$ cat config.mk
export PLATFORM = sky130hd
export DESIGN_NAME = frt_ctrl
export DESIGN_NICKNAME = d
export VERILOG_FILES = /design/src/hdl/frt_pkg.sv /design/src/hdl/frt_ctrl.sv
export SDC_FILE = /design/constraint.sdc
export NUM_CORES = 1
export LEC_CHECK = 0
export BUFFER_PORTS_ARGS = -buffer_cell sky130_fd_sc_hd__buf_4
export CAP_MARGIN = 20
export CORE_AREA = 3 3 40 42
export CTS_CLUSTER_DIAMETER = 50
export DETAILED_ROUTE_END_ITERATION = 6
export DIE_AREA = 0 0 43 45
export PLACE_DENSITY = 0.44
export SLEW_MARGIN = 20
export SYNTH_ARGS = -nofsm -noshare
export SYNTH_HDL_FRONTEND = slang
export SYNTH_SLANG_ARGS = --single-unit
export TNS_END_PERCENT = 5
$ cat constraint.sdc
create_clock -name clk -period 2.1 [get_ports clk]
set_clock_uncertainty 0.15 [all_clocks]
set_input_delay 0.315 -clock clk [delete_from_list [all_inputs] [get_ports clk]]
set_output_delay 0.315 -clock clk [all_outputs]
set_load 0.005 [all_outputs]
$ cat src/hdl/frt_pkg.sv
// ----------------------------------------------------------------------------
// frt_pkg
// Shared constants, state type and control bundles of the NACK tracker.
// ----------------------------------------------------------------------------
package frt_pkg;

  localparam int MAX_SLOTS_DEF  = 32;
  localparam int MAX_FRAMES_DEF = 64;

  localparam int SEQ_W   = 32;
  localparam int PPF_W   = 6;
  localparam int LIMIT_W = 7;
  localparam int CFG_W   = 7;

  localparam logic [PPF_W-1:0]   PPF_RST   = 6'd32;
  localparam logic [LIMIT_W-1:0] LIMIT_RST = 7'd40;

  localparam logic REG_PPF   = 1'b0;
  localparam logic REG_LIMIT = 1'b1;

  localparam logic KIND_REQUEST = 1'b0;
  localparam logic KIND_STATUS  = 1'b1;

  typedef enum logic [2:0] {
    ST_IDLE,
    ST_DIV,
    ST_SWEEP,
    ST_WR1,
    ST_WR2,
    ST_CONS,
    ST_WALK,
    ST_FIN
  } frt_state_t;

  typedef struct packed {
    logic load;
    logic cnt_clr;
    logic cnt_inc;
    logic div_step;
    logic sweep_step;
    logic wr1;
    logic wr2;
    logic cons;
    logic walk_step;
    logic fin;
  } frt_cmd_t;

  typedef struct packed {
    logic div_done;
    logic sweep_done;
    logic walk_done;
    logic do_send;
  } frt_status_t;

endpackage

$ cat src/hdl/frt_ctrl.sv
// ----------------------------------------------------------------------------
// frt_ctrl
// Sequencer: divide, table sweep, table updates, request walk, final beat.
// ----------------------------------------------------------------------------
module frt_ctrl import frt_pkg::*; (
  input  logic        clk,
  input  logic        rst_n,
  input  logic        start,
  input  frt_status_t status,
  output logic        busy,
  output frt_cmd_t    cmd
);

  frt_state_t state_r, state_nxt;

  always_ff @(posedge clk) begin
    if (!rst_n) begin
      state_r <= ST_IDLE;
    end else begin
      state_r <= state_nxt;
    end
  end

  always_comb begin
    state_nxt = state_r;
    case (state_r)
      ST_IDLE:  if (start) state_nxt = ST_DIV;
      ST_DIV:   if (status.div_done) state_nxt = ST_SWEEP;
      ST_SWEEP: if (status.sweep_done) state_nxt = ST_WR1;
      ST_WR1:   state_nxt = ST_WR2;
      ST_WR2:   state_nxt = ST_CONS;
      ST_CONS:  state_nxt = status.do_send ? ST_WALK : ST_FIN;
      ST_WALK:  if (status.walk_done) state_nxt = ST_FIN;
      ST_FIN:   state_nxt = ST_IDLE;
      default:  state_nxt = ST_IDLE;
    endcase
  end

  always_comb begin
    cmd  = '0;
    busy = 1'b1;
    case (state_r)
      ST_IDLE: begin
        busy     = 1'b0;
        cmd.load = start;
      end
      ST_DIV: begin
        cmd.div_step = 1'b1;
        cmd.cnt_inc  = 1'b1;
        cmd.cnt_clr  = status.div_done;
      end
      ST_SWEEP: begin
        cmd.sweep_step = 1'b1;
        cmd.cnt_inc    = 1'b1;
      end
      ST_WR1:  cmd.wr1 = 1'b1;
      ST_WR2:  cmd.wr2 = 1'b1;
      ST_CONS: begin
        cmd.cons    = 1'b1;
        cmd.cnt_clr = 1'b1;
      end
      ST_WALK: begin
        cmd.walk_step = 1'b1;
        cmd.cnt_inc   = 1'b1;
      end
      ST_FIN:  cmd.fin = 1'b1;
      default: cmd = '0;
    endcase
  end

endmodule

# After elaboration in Yosys (flattened, before gate mapping)
# Cells that the tools add are included.
dict set report word_totals {
  regBits 3
  in_bits 7
  wordCells 32
}
dict set report op_classes {
  n_eq_ne 11
  mux 17
  n_reduce_logical 3
}
# cell n
set op_table {}
lappend op_table {{$pmux 3 s8} 1}
lappend op_table {{$eq 3x3->1 const B} 4}
lappend op_table {{$mux 3} 4}
lappend op_table {{$mux 1} 11}
lappend op_table {{$ne 2x2->1 const B} 4}
lappend op_table {{$eq 3x2->1 const B} 2}
lappend op_table {{$reduce_and 4->1} 1}
lappend op_table {{$eq 3x1->1 const B} 1}
lappend op_table {{$logic_not 3->1} 1}
lappend op_table {{$reduce_or 3->1} 1}
lappend op_table {{$pmux 1 s2} 1}

# Longest topological paths before layout
dict set report depth {
  depth_word 3
  depth_mapped 4
  depth_no_buf 3
}

# Worst setup path before layout
# No wires, ideal clock.
dict set report synth_timing {
  kind {reg-to-output}
  start {reg state_r[2]}
  end {out cmd[9] in the netlist's numbering}
  arrival_ns 0.914
  t_required_ns 1.635
  slack_ns 0.721
  stages_incl_launch_ff 4
  path_buffers 1
  cell_sequence {dfxtp_1 -> buf_2 -> or3_1 -> nor2_1}
}
# element line_no
set synth_rtl {}
lappend synth_rtl {{start: declaration} frt_ctrl.sv:14} ;# frt_state_t state_r, state_nxt;
lappend synth_rtl {{start signal: assignment} frt_ctrl.sv:20} ;# state_r <= state_nxt;
lappend synth_rtl {{end: declaration} frt_ctrl.sv:11} ;# output frt_cmd_t cmd

==> flow_metrics.tcl <==
set metrics [dict create \
    core_mm2 0.00128 \
    slowest_stage "dfxtp_1" \
    fp.dieH_um 45 \
    antenna_found_initial 0 \
    nNetsFinal 60 \
    hold_path_class "in -> reg" \
    path_cells "inv_1 > nor3_1 > buf_4" \
    vias 262 \
    synth_area_leaders "dfxtp_1 29%, nor2_1 16%, and2_1 6.0%" \
    cts_max_level 1 \
    fin_setup_tns_ns 0 \
    cts-buffers-inserted 3 \
    nFillCells 152 \
    grt_max_degree 13 \
    gp_congestion 0.654 \
    relSlewSlack_pct 75.5 \
    ys_seq_area_share_pct 28.6 \
    largest_register_ffs 3 \
    grt-ovfl-total 0 \
    synth_top_area_share_pct 28.6 \
    outcome "finished, final reports clean" \
    clkLatencyLatePin_ns 0.23 \
    critPathMaxFanout 12 \
    start_util_pct 16.4 \
    portBuffers 17 \
    drt_iter0_markers 3 \
    synth_warnings 0 \
    rsz0062_at_grt "false" \
    wl_per_cell_um 9.07 \
    die_x_um 43 \
    finalMaxSlewViolations 0 \
    critPathKind "reg -> out" \
    clkTransAtPathRegs_ns 0.03 \
    cap_violations 0 \
    top_regs "state_r (3)" \
    grt_pass1_wl_mm 1.06 \
    synth-seq-cells 3 \
    area_growth_pct 79.8 \
    grt_pass1_vias 230 \
    drive_gt1_share_pct 38.5 \
    fp-row-count 13 \
    top_register "state_r" \
    post_cts_buffers 0 \
    leakage_uw 0.000193 \
    drc_errors 0 \
    final_core_util_pct 29.4 \
    cts_tree "yes" \
    fin_crit_ns 1.68 \
    vdd_drop_max_uv 390 \
    yosysUniqueCellTypes 17 \
    holdBufCountCts 0 \
    ctsResizeCount 0 \
    critPathMaxStageDelay_ns 0.53 \
    cts_root_buf "clkbuf_4" \
    cp.arrival_ns 1.21 \
    grt_util_all_layers_pct 7.49 \
    max_freq_mhz 597 \
    worst_setup_path_end_kind "primary output" \
    cts.sinks 3 \
    clock_path_buffers 2 \
    setup_viol 0 \
    n_antenna_cell 0 \
    hold_viol 0 \
    synth_area_per_cell_um2 6.57 \
    worstMarginPinSlew_ns 0.367 \
    fin_crit_sh_pct 79.8 \
    power_density_mw_per_mm2 603 \
    synth_top_area_cell "dfxtp_1" \
    drt-pass1-iter-count 3 \
    io_pins 18 \
    crit_required_ns 1.63 \
    vias_per_cell 3.91 \
    die_area_mm2 0.00194 \
    cp-start-kind "flop" \
    postRouteAntennaNets 0 \
    wl_um 608 \
    synthesis.nets 39 \
    dp_hpwl_um 475 \
    syn_inst 32 \
    synthesis.area_um2 210 \
]
-- per-stage QoR --
stage                     instances  power (µW)  worst slack, ns  area, µm²  hold WS, ns
after floorplan                  32        95.6            0.721        210        0.287
after global placement           63         132            0.669        352        0.394
after detailed placement         63         131            0.651        352        0.389
after CTS                        67         234            0.409        378        0.157
after global routing             67         249            0.291        378        0.152
final                            67         228            0.424        378        0.161
-- logic make-up (layout without fill, tap and decap cells) --
family / count (synthesis) / in the layout / share of synthesized area [%]
AO/OA/AOI/OAI: 6 / 6 / 19.0
XOR/XNOR: 1 / 1 / 4.17
buffers and inverters: 4 / 24 / 7.74
flip-flops: 3 / 3 / 28.6
AND/OR/NAND/NOR: 18 / 18 / 40.5
-- cells in the mapped netlist --
cell      number
dfxtp_1        3
o21ai_0        1
o21bai_1       1
buf_2          1
a311o_1        1
a21oi_1        1
nor2b_1        1
nand2_1        1
inv_1          3
nor3_1         2
xnor2_1        1
and2_1         2
or3_1          1
o31ai_1        1
o21ai_1        1
nor2_1         9
nand2b_1       2
-- critical path, delay by kind of cell, from the launching register on --
family,cells,cell delay [ns]
flops,1,0.53
simple gates,1,0.17
buf+inv,2,0.29
-- worst paths after layout --
check / from / end / slack (ns) / cells after the start
max: state_r[2] / cmd[3] / 0.42 / 3
min: rst_n / state_r[2] / 0.16 / 2
max reg2reg: state_r[2] / state_r[0] / 0.81 / 3
min reg2reg: state_r[0] / state_r[0] / 0.49 / 2
-- cells in the final DEF (no fill, tap or decap), drive strengths merged, types with 2 or more instances in the layout --
| cell | count |
|---|---|
| nand2b | 2 |
| and2 | 2 |
| dfxtp | 3 |
| nor2 | 9 |
| o21ai | 2 |
| clkbuf | 4 |
| nor3 | 2 |
| inv | 3 |
| buf | 17 |
-- layout make-up --
cell class | instances | area, µm² | share of cell area [%]
multi-input combinational | 25 | 134 | 35.4
timing repair buffer | 17 | 128 | 33.8
sequential | 3 | 60.1 | 15.9
clock buffer | 4 | 26.3 | 6.95
tap | 15 | 18.8 | 4.97
inverter | 3 | 11.3 | 2.98
-- metal layers --
metal | track usage, % | vias to the layer above | wire (µm)
li1 | - | 145 | -
met1 | 11.3 | 103 | 313
met2 | 8.38 | 14 | 229
met3 | 4.78 | 0 | 66
met4 | 1.81 | 0 | 0
met5 | 0 | - | 0
-- report_power, final --
group          switching (µW)  internal, µW  total [µW]  leakage [µW]
logic                    23.7          37.2        60.9      0.000154
registers                6.94          61.6        68.6     0.0000246
clock network            27.4          71.0        98.4     0.0000150
total                    58.0           170         228      0.000193
Note: power is estimated with default switching activity, not from simulation.
